--- src/sv/tlt_pkg.sv ---
// Shared types and constants of the tilt target LED indicator.
`timescale 1ns / 1ps

package tlt_pkg;

	localparam int LED_COUNT  = 8;
	localparam int EDGE_COUNT = 9;
	localparam int BIN_W      = 4;

	localparam logic signed [10:0] EDGE_WIDEN = 11'sd20;
	localparam logic signed [10:0] EDGE_RESET [EDGE_COUNT] = '{
		-11'sd500, -11'sd400, -11'sd300, -11'sd200, -11'sd100,
		11'sd200, 11'sd300, 11'sd400, 11'sd500
	};

	localparam logic [2:0] REG_TARGET_X  = 3'd0;
	localparam logic [2:0] REG_TARGET_Y  = 3'd1;
	localparam logic [2:0] REG_ENABLE    = 3'd2;
	localparam logic [2:0] REG_ENTER_THR = 3'd3;
	localparam logic [2:0] REG_EXIT_THR  = 3'd4;

	typedef enum logic [2:0] {
		COL_OFF    = 3'd0,
		COL_BLUE   = 3'd1,
		COL_LBLUE  = 3'd2,
		COL_GREEN  = 3'd3,
		COL_LGREEN = 3'd4,
		COL_RED    = 3'd5,
		COL_LRED   = 3'd6
	} colour_t;

	typedef struct packed {
		logic signed [15:0] target_x;
		logic signed [15:0] target_y;
		logic               enable;
		logic [11:0]        enter_thr;
		logic [11:0]        exit_thr;
	} cfg_t;

	typedef struct packed {
		colour_t [LED_COUNT-1:0] led;
		logic                    on_target;
	} res_t;

endpackage

--- src/sv/tlt_cfg_regs.sv ---
// Configuration register file of the tilt target LED indicator.
`timescale 1ns / 1ps

module tlt_cfg_regs (
	input  logic          clk,
	input  logic          arst_n,
	input  logic          cfg_we,
	input  logic [2:0]    cfg_index,
	input  logic [15:0]   cfg_data,
	output tlt_pkg::cfg_t cfg
);

	tlt_pkg::cfg_t cfg_q;

	always_ff @(posedge clk or negedge arst_n) begin
		if (!arst_n) begin
			cfg_q.target_x  <= '0;
			cfg_q.target_y  <= '0;
			cfg_q.enable    <= 1'b1;
			cfg_q.enter_thr <= 12'd100;
			cfg_q.exit_thr  <= 12'd120;
		end else if (cfg_we) begin
			unique case (cfg_index)
				tlt_pkg::REG_TARGET_X:  cfg_q.target_x  <= signed'(cfg_data);
				tlt_pkg::REG_TARGET_Y:  cfg_q.target_y  <= signed'(cfg_data);
				tlt_pkg::REG_ENABLE:    cfg_q.enable    <= cfg_data[0];
				tlt_pkg::REG_ENTER_THR: cfg_q.enter_thr <= cfg_data[11:0];
				tlt_pkg::REG_EXIT_THR:  cfg_q.exit_thr  <= cfg_data[11:0];
				default: ;
			endcase
		end
	end

	assign cfg = cfg_q;

endmodule

--- src/sv/tlt_step.sv ---
// Hysteresis flags, sticky bin edges and LED pattern logic for one sample.
`timescale 1ns / 1ps

module tlt_step (
	input  logic               clk,
	input  logic               arst_n,
	input  tlt_pkg::cfg_t      cfg,
	input  logic               upd,
	input  logic signed [15:0] accel_x,
	input  logic signed [15:0] accel_y,
	output tlt_pkg::res_t      res
);

	logic                              x_in_q;
	logic                              y_in_q;
	logic [tlt_pkg::EDGE_COUNT-1:0]    widen_q;
	logic [tlt_pkg::EDGE_COUNT-1:0]    widen_d;
	logic signed [16:0]                dx;
	logic signed [16:0]                dy;
	logic [16:0]                       dx_neg;
	logic [16:0]                       dy_neg;
	logic [15:0]                       mag_x;
	logic [15:0]                       mag_y;
	logic                              x_in_d;
	logic                              y_in_d;
	logic [tlt_pkg::EDGE_COUNT-1:0]    le;
	logic signed [10:0]                edge_val [tlt_pkg::EDGE_COUNT];
	logic [tlt_pkg::BIN_W-1:0]         bin;
	logic                              found;
	tlt_pkg::colour_t                  hue_strong;
	tlt_pkg::colour_t                  light;

	assign dx     = 17'(accel_x) - 17'(cfg.target_x);
	assign dy     = 17'(accel_y) - 17'(cfg.target_y);
	assign dx_neg = -dx;
	assign dy_neg = -dy;
	assign mag_x  = dx[16] ? dx_neg[15:0] : dx[15:0];
	assign mag_y  = dy[16] ? dy_neg[15:0] : dy[15:0];

	// An axis already in range stays in up to the exit threshold inclusive.
	assign x_in_d = x_in_q ? (mag_x <= 16'(cfg.exit_thr)) : (mag_x < 16'(cfg.enter_thr));
	assign y_in_d = y_in_q ? (mag_y <= 16'(cfg.exit_thr)) : (mag_y < 16'(cfg.enter_thr));

	always_comb begin
		for (int i = 0; i < tlt_pkg::EDGE_COUNT; i++) begin
			edge_val[i] = tlt_pkg::EDGE_RESET[i] + (widen_q[i] ? tlt_pkg::EDGE_WIDEN : 11'sd0);
			le[i]       = dx <= 17'(edge_val[i]);
		end
	end

	always_comb begin
		bin   = tlt_pkg::BIN_W'(tlt_pkg::EDGE_COUNT);
		found = 1'b0;
		for (int i = 0; i < tlt_pkg::EDGE_COUNT; i++) begin
			if (!found && le[i]) begin
				bin   = tlt_pkg::BIN_W'(i);
				found = 1'b1;
			end
		end
	end

	always_comb begin
		priority if (y_in_d) begin
			hue_strong = tlt_pkg::COL_BLUE;
			light      = tlt_pkg::COL_LBLUE;
		end else if (dy > 17'sd0) begin
			hue_strong = tlt_pkg::COL_GREEN;
			light      = tlt_pkg::COL_LGREEN;
		end else begin
			hue_strong = tlt_pkg::COL_RED;
			light      = tlt_pkg::COL_LRED;
		end
	end

	always_comb begin
		res.on_target = x_in_d && y_in_d;
		for (int i = 0; i < tlt_pkg::LED_COUNT; i++) begin
			priority if (x_in_d && y_in_d) begin
				res.led[i] = tlt_pkg::COL_BLUE;
			end else if (x_in_d) begin
				res.led[i] = hue_strong;
			end else if (bin == tlt_pkg::BIN_W'(i + 1)) begin
				res.led[i] = hue_strong;
			end else if (bin == tlt_pkg::BIN_W'(i) || bin == tlt_pkg::BIN_W'(i + 2)) begin
				res.led[i] = light;
			end else begin
				res.led[i] = tlt_pkg::COL_OFF;
			end
		end
	end

	// While X is out of range, entering a bin widens its own edge and restores the edge
	// below it, except that the middle bin around zero leaves the edge below untouched.
	always_comb begin
		widen_d = widen_q;
		if (!x_in_d) begin
			for (int i = 0; i < tlt_pkg::EDGE_COUNT; i++) begin
				if (bin == tlt_pkg::BIN_W'(i)) begin
					widen_d[i] = 1'b1;
				end
				if (bin == tlt_pkg::BIN_W'(i + 1) && i != 4) begin
					widen_d[i] = 1'b0;
				end
			end
		end
	end

	always_ff @(posedge clk or negedge arst_n) begin
		if (!arst_n) begin
			x_in_q  <= 1'b0;
			y_in_q  <= 1'b0;
			widen_q <= '0;
		end else if (upd) begin
			x_in_q  <= x_in_d;
			y_in_q  <= y_in_d;
			widen_q <= widen_d;
		end
	end

endmodule

--- src/sv/tilt_target_led_indicator.sv ---
// Top level of the tilt target LED indicator: input and result registers.
`timescale 1ns / 1ps

// Each request carries one X/Y accelerometer sample and, while enabled, yields one
// result with the on-target flag and eight LED color codes. A request can be taken
// every cycle while the output is not stalled; its result is presented on the output
// register after the input register feeds the step logic into the result register.
// While the enable register is clear, samples are accepted and dropped with no result
// and no change of state. The user must write configuration through the plain write
// port only while no sample is in flight; the block itself does not enforce this.
module tilt_target_led_indicator (
	input  logic        clk,
	input  logic        arst_n,
	input  logic        s_tvalid,
	output logic        s_tready,
	input  logic [31:0] s_tdata,   // accel_x [15:0], accel_y [31:16]
	output logic        m_tvalid,
	input  logic        m_tready,
	output logic [31:0] m_tdata,   // on_target [0], led0..led7 three bits each from [3:1], zero pad
	input  logic        cfg_we,
	input  logic [2:0]  cfg_index,
	input  logic [15:0] cfg_data
);

	tlt_pkg::cfg_t      cfg;
	tlt_pkg::res_t      res;
	tlt_pkg::res_t      res_q;
	logic               valid_s1;
	logic signed [15:0] ax_s1;
	logic signed [15:0] ay_s1;
	logic               m_valid_q;
	logic               out_free;
	logic               adv;
	logic               upd;
	logic               take;

	tlt_cfg_regs u_cfg (
		.clk       (clk),
		.arst_n    (arst_n),
		.cfg_we    (cfg_we),
		.cfg_index (cfg_index),
		.cfg_data  (cfg_data),
		.cfg       (cfg)
	);

	tlt_step u_step (
		.clk     (clk),
		.arst_n  (arst_n),
		.cfg     (cfg),
		.upd     (upd),
		.accel_x (ax_s1),
		.accel_y (ay_s1),
		.res     (res)
	);

	assign out_free = !m_valid_q || m_tready;
	assign adv      = valid_s1 && (!cfg.enable || out_free);
	assign upd      = adv && cfg.enable;
	assign s_tready = !valid_s1 || adv;
	assign take     = s_tvalid && s_tready;

	always_ff @(posedge clk or negedge arst_n) begin
		if (!arst_n) begin
			valid_s1 <= 1'b0;
		end else if (take) begin
			valid_s1 <= 1'b1;
		end else if (adv) begin
			valid_s1 <= 1'b0;
		end
	end

	always_ff @(posedge clk) begin
		if (take) begin
			ax_s1 <= signed'(s_tdata[15:0]);
			ay_s1 <= signed'(s_tdata[31:16]);
		end
	end

	always_ff @(posedge clk or negedge arst_n) begin
		if (!arst_n) begin
			m_valid_q <= 1'b0;
		end else if (upd) begin
			m_valid_q <= 1'b1;
		end else if (m_tready) begin
			m_valid_q <= 1'b0;
		end
	end

	always_ff @(posedge clk) begin
		if (upd) begin
			res_q <= res;
		end
	end

	assign m_tvalid = m_valid_q;

	always_comb begin
		m_tdata    = '0;
		m_tdata[0] = res_q.on_target;
		for (int i = 0; i < tlt_pkg::LED_COUNT; i++) begin
			m_tdata[3*i+1 +: 3] = res_q.led[i];
		end
	end

endmodule
--- config.mk ---
export PLATFORM = sky130hd
export DESIGN_NAME = tilt_target_led_indicator
export DESIGN_NICKNAME = d
export VERILOG_FILES = /design/src/sv/tlt_pkg.sv /design/src/sv/tlt_cfg_regs.sv /design/src/sv/tlt_step.sv /design/src/sv/tilt_target_led_indicator.sv
export SDC_FILE = /design/constraint.sdc
export NUM_CORES = 1
export LEC_CHECK = 0
export ABC_AREA = 1
export BUFFER_PORTS_ARGS = -buffer_cell sky130_fd_sc_hd__buf_4
export CAP_MARGIN = 20
export CORE_MARGIN = 2
export CORE_UTILIZATION = 56
export CTS_CLUSTER_SIZE = 20
export DETAILED_ROUTE_END_ITERATION = 10
export PLACE_DENSITY = 0.76
export SLEW_MARGIN = 15
export SYNTH_ARGS = -nofsm -noshare
export SYNTH_HDL_FRONTEND = slang
export SYNTH_SLANG_ARGS = --single-unit
export TNS_END_PERCENT = 100
--- constraint.sdc ---
create_clock -name clk -period 5.2 [get_ports clk]
set_input_delay 0.78 -clock clk [delete_from_list [all_inputs] [get_ports clk]]
set_output_delay 0.78 -clock clk [all_outputs]
set_load 0.02 [all_outputs]
==> impl_metrics.yaml, run 1 <==
run_status:
  status: "complete, no violations"
floorplan:
  die_y_microns: 138
  core_sq_um: 17400
  die_w_microns: 138
  std_cell_rows: 48
  dieArea_sq_um: 19000
  initial_core_util: 0.575
  io-pin-count: 90
timing:
  slew_headroom: 0.338
  post-route-period-util: 0.917
  maxSlewViolCount: 0
  fmax_mhz: 210
  hold_viol_final: 0
  post-route-min-period_ps: 4770
  rsz0062_at_grt: "false"
  finalSetupTns_ps: 0
  skew_ps: 15.2
  setup_viol: 0
  worst_pin_slew_ps: 991
global_route:
  grt_pass1_wl_microns: 42100
  grt_max_degree: 71
  grtUsageMet2: 0.463
  overflow: 0
  track_usage: 0.288
  busiest_layer: "met2"
  antenna_found_initial: 0
  grt_pass1_vias: 8752
  grt_util_met3: 0.0500
  use_met1: 0.380
power:
  leakagePower_nw: 6.06
  power_density_nw_per_um2: 536
  ir_drop_v: 0.000285
  p_total_w: 0.00620
placement:
  finalWeightedCongestion: 1.03
  dp_hpwl_microns: 19900
  port_buffers: 82
clock_network:
  holdBufCountCts: 0
  clock-sinks: 127
  tritoncts: "yes"
  cts-root-buf: "clkbuf_16"
  clk_pin_slew_ps: 70
  cts_buffer_depth: 2
  htree_levels: 4
  cts_made_buffers: 17
  clock_latency_ps: 430
worst_setup_path:
  startpoint: "ay_s1[0]$_DFFE_PP_"
  crit_slowest_cell: "fa_1"
  crit_path_start_kind: "flip-flop"
  worstPathArrival_ps: 4950
  end_kind: "flip-flop"
  rr_startpoint: "ay_s1[0]$_DFFE_PP_"
  cp_common_cell: "inv_1"
  cp_max_fo: 15
  required_ps: 5380
  max_stage_delay_ps: 430
  crit_type: "reg -> reg"
synth:
  ys_ff_latch: 127
  ys_async_sr_fraction: 0.551
  yosys.area.top_type_share: 0.171
  avgSynthCellArea_sq_um: 7.45
  synth-edff-count: 57
  yosysTopAreaCell: "edfxtp_1"
  yosysWarningCount: 0
  syn_inst: 1345
  ys.flop_type: "dfrtp_1"
  ys_types: 50
  netlist_area_sq_um: 10000
  yosysSeqAreaShare: 0.347
  synth.area.top_cells: "edfxtp_1, dfrtp_1, ha_1, nand2_1, inv_1"
detailed_routing:
  wl_per_cell_microns: 15.7
  dr_total_vias: 9290
  drc: 0
  ant_nets: 0
  dr.pass1.iters: 8
  drtIter0Drc: 658
  routed_via_density: 5.54
  routed_wl_microns: 26300
cells_and_area:
  mostFrequentLayoutCells: "nand2_1, inv_1, ha_1, buf_4, o21ai_0"
  final_common_cell: "nand2_1"
  layout-drive-gt1-share: 0.127
  diodes: 0
  area_growth_pct: 15.4
  fin_nets: 1612
flow_run:
  cap_violations: 0
worst_hold_path:
  worst_hold_path_type: "in -> async"
==> synthesized netlist by cell type, types with 4 or more instances <==
cell type	n
xor2_1	30
a21oi_1	59
dfrtp_1	62
o21ai_1	13
buf_4	8
o211ai_1	4
nor2_1	86
edfxtp_1	57
nor3_1	13
nand4_1	27
a31oi_1	4
nand2_2	21
nor2_2	6
o21bai_1	6
inv_2	5
inv_1	225
nand3_1	79
o21ai_0	89
clkbuf_1	11
xnor2_1	5
dfstp_2	8
ha_1	116
nand2_1	364
==> per-stage QoR <==
step	setup WS (ps)	util	instances	hold slack, ps	instance area [sq um]
4_1_cts	396	0.661	1675	489	11500
5_1_grt	15.7	0.664	1676	515	11600
2_1_floorplan	1200	-	1351	453	10000
3_5_place_dp	477	0.624	1643	474	10900
6_report	430	0.664	1676	454	11600
3_3_place_gp	594	0.624	1643	467	10900
==> per-layer routing <==
| layer | vias up | wire [microns] |
|---|---|---|
| li1 | 4563 | - |
| met3 | 79 | 1830 |
| met2 | 417 | 12100 |
| met5 | - | 0 |
| met4 | 0 | 991 |
| met1 | 4231 | 11300 |
==> where the power goes <==
| group | internal [W] | leakage, nW | switching [W] | total [W] |
|---|---|---|---|---|
| Combinational | 0.00124 | 4.34 | 0.00221 | 0.00346 |
| Sequential | 0.00129 | 1.40 | 0.000130 | 0.00142 |
| Clock | 0.000844 | 0.323 | 0.000475 | 0.00132 |
==> registers in the layout, summed over array words and instances, names as in the netlist <==
signal,count
u_step.x_in_q,1
u_step.y_in_q,1
ax_s1,16
u_step.widen_q,9
valid_s1,1
u_cfg.cfg,57
ay_s1,16
m_tvalid,1
m_tdata,25
==> logic make-up after synthesis <==
group / after synthesis / synth area share
AO/OA/AOI/OAI: 192 / 0.104
XOR/XNOR: 37 / 0.0338
adder cells (fa/ha/maj): 118 / 0.149
buffers and inverters: 253 / 0.100
flip-flops: 127 / 0.347
other: 1 / 0.000374
AND/OR/NAND/NOR: 617 / 0.266
==> layout make-up <==
class / count / area [sq um]
inverters: 230 / 863
clock inverters: 11 / 149
well taps: 225 / 282
clock buffers: 21 / 504
flip-flops and latches: 127 / 3470
repair buffers: 91 / 691
multi-input cells: 971 / 5600
fillers: 1502 / 5860
==> worst paths after layout <==
check	to	slack, ps	depth (start not counted)
setup / recovery	m_tdata[14]$_SDFFCE_PP0P_	430	26
hold / removal	u_step.widen_q[0]$_DFFE_PN0P_	450	1
setup reg to reg	m_tdata[14]$_SDFFCE_PP0P_	430	26
hold reg to reg	u_cfg.cfg[54]$_DFFE_PN0P_	490	2
max in group asynchronous	u_cfg.cfg[46]$_DFFE_PN0P_	4100	1
min in group clk	u_cfg.cfg[54]$_DFFE_PN0P_	490	2
==> critical path, delay by kind of cell (launching register included) <==
kind                       cells  cell delay (ps)
buffers and inverters          5              380
xor gates and xnor gates       2              470
AOI/OAI and AO/OA              3              620
DFF                            1              350
and+or+nand+nor               13             1880
adders and majority gates      3              850
==> timing repair <==
action	in CTS	in global routing
endpoints found under the setup margin	0	6
gates resized for setup	0	4
endpoints found under the hold margin	0	0
buffers inserted	0	0
Note: power is estimated with default switching activity, not from simulation.
==> inputs of run 2 (changes only) <==
- CORE_MARGIN: 2 -> 4
- PLACE_DENSITY: 0.76 -> 0.83
==> run 2 against run 1 <==
Worst hold slack improved by 14 ps. Final cell count did not move. Via count hardly changed. Largest power group unchanged. Setup slack improved by 81 ps.
==> impl_metrics.yaml, run 2 (synthesis gave the netlist of run 1 again) <==
cells_and_area:
  fin_nets: 1612
  largest_reg_flops: 57
  final-seq-area_sq_um: 3470
  diodes: 0
  final_area_sq_um: 11500
  instances_no_fill: 1676
  multiInputGateArea_sq_um: 5610
  fillers: 1491
  final_common_cell: "nand2_1"
  layout-drive-gt1-share: 0.129
  mostFrequentLayoutCells: "nand2_1, inv_1, ha_1, buf_4, o21ai_0"
  area_growth_pct: 14.3
global_route:
  grt_pass1_wl_microns: 42100
  grt_max_degree: 71
  overflow: 0
  track_usage: 0.263
  grt_pass1_vias: 8582
  antenna_found_initial: 0
worst_setup_path:
  max_stage_delay_ps: 410
  end_kind: "flip-flop"
  worst-path-buf-inv: 3
  worstPathArrival_ps: 4860
  required_ps: 5380
  cp_common_cell: "nand2_1"
  cp_max_fo: 15
  crit_type: "reg -> reg"
  crit_slowest_cell: "o41ai_1"
  crit_path_start_kind: "flip-flop"
  cpLargestDelayFamily: "simple AND/OR/NAND/NOR gates"
power:
  power_density_nw_per_um2: 524
  ir_drop_v: 0.000317
  clkPwrFrac: 0.183
  p_seq_frac: 0.236
  pwr-share-comb: 0.582
  leakagePower_nw: 6.00
  p_int_w: 0.00316
  swShare: 0.473
  switching_power_w: 0.00284
  p_total_w: 0.00600
detailed_routing:
  drtIter0Drc: 1067
  ant_nets: 0
  routed_via_density: 5.54
  dr_total_vias: 9287
  wl_per_cell_microns: 15.6
  routed_wl_microns: 26200
  dr.pass1.iters: 6
  drc: 0
floorplan:
  io-pin-count: 90
  std_cell_rows: 48
  die_y_microns: 142
  core_sq_um: 17400
  die_w_microns: 142
  dieArea_sq_um: 20100
  initial_core_util: 0.575
clock_network:
  tritoncts: "yes"
  cts_buffer_depth: 2
  clk_pin_slew_ps: 60
  cts_made_buffers: 17
  htree_levels: 4
  clock-sinks: 127
  cts-root-buf: "clkbuf_16"
  holdBufCountCts: 0
  clock_latency_ps: 430
worst_hold_path:
  worst_hold_path_type: "in -> async"
run_status:
  status: "complete, no violations"
timing:
  skew_ps: 11.2
  slew_headroom: 0.320
  fmax_mhz: 213
  hold_viol_final: 0
  whs_ps: 468
  maxSlewViolCount: 0
  post-route-min-period_ps: 4690
  setup_viol: 0
  worst_pin_slew_ps: 1020
  post-route-period-util: 0.902
placement:
  place_area_sq_um: 10900
  dp_hpwl_microns: 19800
  finalWeightedCongestion: 0.989
  port_buffers: 82
  placed_cells: 1642
flow_run:
  cap_violations: 0
==> run 2: cell count changes in the layout (fill, tap and decap cells not counted), moves of 2 or more <==
cell and delta:
clkinv_4 +4, xnor2_1 -2, bufinv_16 -3, clkinvlp_4 +3, xnor2_2 +2, clkbuf_16 -3
==> run 2: power groups by stage <==
stage	logic (W)	registers (W)	clock network, W
floorplan	0.00251	0.00144	0
global placement	0.00324	0.00142	0
detailed placement	0.00336	0.00143	0
CTS	0.00340	0.00141	0.00110
global route	0.00398	0.00143	0.00115
finish	0.00349	0.00141	0.00110
==> run 2: layout make-up <==
cell class | count | share of cell area
clock inverter | 14 | 0.00994
multi-input combinational | 971 | 0.490
clock buffer | 18 | 0.0375
timing repair buffer | 91 | 0.0597
inverter | 230 | 0.0754
sequential | 127 | 0.303
tap | 225 | 0.0246
==> run 2: path summary, 6_finish.rpt <==
kind	end	slack, ps	depth (start not counted)	start
worst max-delay path	m_tdata[20]$_SDFFCE_PP0P_	510	25	u_cfg.cfg[27]$_DFFE_PN0P_
worst min-delay path	u_step.widen_q[6]$_DFFE_PN0P_	470	1	arst_n
worst max register to register	m_tdata[20]$_SDFFCE_PP0P_	510	25	u_cfg.cfg[27]$_DFFE_PN0P_
worst min register to register	u_cfg.cfg[13]$_DFFE_PN0P_	490	2	u_cfg.cfg[13]$_DFFE_PN0P_
max in group asynchronous	u_cfg.cfg[19]$_DFFE_PN0P_	4110	1	arst_n
min in group clk	u_cfg.cfg[13]$_DFFE_PN0P_	490	2	u_cfg.cfg[13]$_DFFE_PN0P_
==> run 2: stage by stage <==
stage / util / worst slack (ps) / setup TNS, ps
finish: 0.658 / 512 / 0
global route: 0.658 / -48.0 / -81.1
CTS: 0.654 / 367 / 0
detailed placement: 0.623 / 515 / 0
global placement: 0.623 / 612 / 0
floorplan: - / 1200 / 0
==> run 2: worst reg2reg max path: cells and delay by family, from the launching register on <==
| family | cells | cell delay (ps) |
|---|---|---|
| xor+xnor | 1 | 140 |
| buf+inv | 3 | 200 |
| simple gates | 13 | 1780 |
| compound gates | 6 | 1290 |
| flops | 1 | 360 |
| fa+ha+maj | 2 | 680 |
==> run 2: repair_timing <==
action                     in CTS  in global routing
setup endpoints to repair       0                 19
resized for setup               0                  6
setup buffers                   0                  2
==> run 2: metal layers <==
layer | vias to the layer above | track usage | share of wire
li1 | 4563 | - | -
met4 | 0 | 0.0843 | 0.031
met3 | 70 | 0.0445 | 0.077
met5 | - | 0 | 0
met2 | 416 | 0.430 | 0.46
met1 | 4238 | 0.357 | 0.43
==> inputs of run 3 (changes only) <==
- clock period: 5.2 -> 4.8 ns (I/O delays scaled with it)
==> run 3 against run 2 <==
Sequential share of layout area shrank 0.66 points. Die area is the same. Clock-buffer cell count grew 4. Clock power grew 24%. Largest power group unchanged.
==> impl_metrics.yaml, run 3 (synthesis gave the netlist of run 1 again) <==
run_status:
  status: "complete, no violations"
worst_hold_path:
  worst_hold_path_type: "in -> async"
cells_and_area:
  final_util: 0.672
  diodes: 0
  fillers: 1433
  largest_reg_flops: 57
  layout-drive-gt1-share: 0.141
  area_growth_pct: 16.9
  mostFrequentLayoutCells: "nand2_1, inv_1, ha_1, buf_4, o21ai_0"
  final_common_cell: "nand2_1"
  fin_nets: 1631
detailed_routing:
  dr_total_vias: 9535
  ant_nets: 0
  routed_wl_microns: 27400
  dr.pass1.iters: 6
  wl_per_cell_microns: 16.2
  drtIter0Drc: 975
  drc: 0
  routed_via_density: 5.63
clock_network:
  tritoncts: "yes"
  cts-root-buf: "clkbuf_16"
  clock_latency_ps: 420
  cts_made_buffers: 17
  cts_buffer_depth: 2
  clk_pin_slew_ps: 60
  htree_levels: 4
  holdBufCountCts: 0
  clock-sinks: 127
power:
  power_density_nw_per_um2: 587
  leakagePower_nw: 6.14
  ir_drop_v: 0.000317
  p_total_w: 0.00687
placement:
  dp_hpwl_microns: 20500
  finalWeightedCongestion: 0.969
  port_buffers: 82
  place_ws_ps: 115
timing:
  whs_ps: 416
  setup_viol: 0
  setup_ws_ps: 332
  post-route-period-util: 0.931
  post-route-min-period_ps: 4470
  worst_pin_slew_ps: 959
  fmax_mhz: 224
  skew_ps: 13.5
  maxSlewViolCount: 0
  slew_headroom: 0.359
  hold_viol_final: 0
worst_setup_path:
  worst-path-buf-inv: 3
  worstPathArrival_ps: 4630
  end_kind: "flip-flop"
  max_stage_delay_ps: 390
  cp_common_cell: "nand2_1"
  path_cells: "inv_1 -> ha_1 -> a21oi_1 -> nand2_1 -> xnor2_1 -> nand3_1 -> nor3_2 -> nand4_1 -> nor2_1 -> nor2_1 -> xor2_1 -> inv_1 -> ha_1 -> nand4_1 -> o41ai_2 -> nand2_1 -> nand2_1 -> nand2_1 -> nor2_2 -> nand4_4 -> nand2_2 -> buf_4 -> o21ai_1"
  crit_type: "reg -> reg"
  cpLargestDelayFamily: "simple AND/OR/NAND/NOR gates"
  crit_path_start_kind: "flip-flop"
  required_ps: 4970
  cp_max_fo: 7
  crit_slowest_cell: "ha_1"
global_route:
  grt_pass1_wl_microns: 43500
  overflow: 0
  antenna_found_initial: 0
  grt_pass1_vias: 8924
  track_usage: 0.269
  grt_max_degree: 71
floorplan:
  die_y_microns: 142
  std_cell_rows: 48
  io-pin-count: 90
  core_sq_um: 17400
  die_w_microns: 142
  initial_core_util: 0.575
  dieArea_sq_um: 20100
flow_run:
  cap_violations: 0
run 3: per-stage QoR:
| stage | TNS (ps) | area, sq um | std cells |
|---|---|---|---|
| finish | 0 | 11700 | 1695 |
| global route | -267 | 11700 | 1695 |
| CTS | 0 | 11500 | 1680 |
| detailed placement | 0 | 10900 | 1648 |
| global placement | 0 | 10900 | 1648 |
| floorplan | 0 | 10000 | 1351 |
run 3: path summary, 6_finish.rpt:
check                                           endpoint  cells past startpoint  slack, ps                 startpoint
setup / recovery               m_tdata[17]$_SDFFCE_PP0P_                     23        330  u_cfg.cfg[27]$_DFFE_PN0P_
hold reg to reg                u_cfg.cfg[13]$_DFFE_PN0P_                      2        490  u_cfg.cfg[13]$_DFFE_PN0P_
max in group asynchronous      u_cfg.cfg[50]$_DFFE_PN0P_                      1       3760                     arst_n
min in group clk                      ax_s1[1]$_DFFE_PP_                      1        470                 s_tdata[1]
setup reg to reg               m_tdata[17]$_SDFFCE_PP0P_                     23        330  u_cfg.cfg[27]$_DFFE_PN0P_
hold / removal             u_step.widen_q[6]$_DFFE_PN0P_                      1        420                     arst_n
run 3: power breakdown:
part	leakage [nW]	internal [W]	switching, W
clock network	0.300	0.000875	0.000486
logic	4.44	0.00145	0.00252
registers	1.40	0.00140	0.000133
total	6.14	0.00373	0.00314
run 3: routing by layer:
metal / GRT usage / part of all wire
met1: 0.363 / 0.42
met2: 0.440 / 0.47
met3: 0.0425 / 0.080
met4: 0.102 / 0.034
met5: 0 / 0
run 3: timing repair:
item	in CTS	in global routing
buffers inserted	0	12
setup endpoints to repair	0	35
resized for setup	0	18
run 3: final cells by class:
type                            count  area, sq um  area share
Clock inverter                     10          131      0.0112
Inverter                          230          863      0.0737
Timing Repair Buffer              108          818      0.0699
Clock buffer                       22          487      0.0416
Sequential cell                   127         3470       0.297
Multi-Input combinational cell    973         5650       0.483
Tap cell                          225          282      0.0240
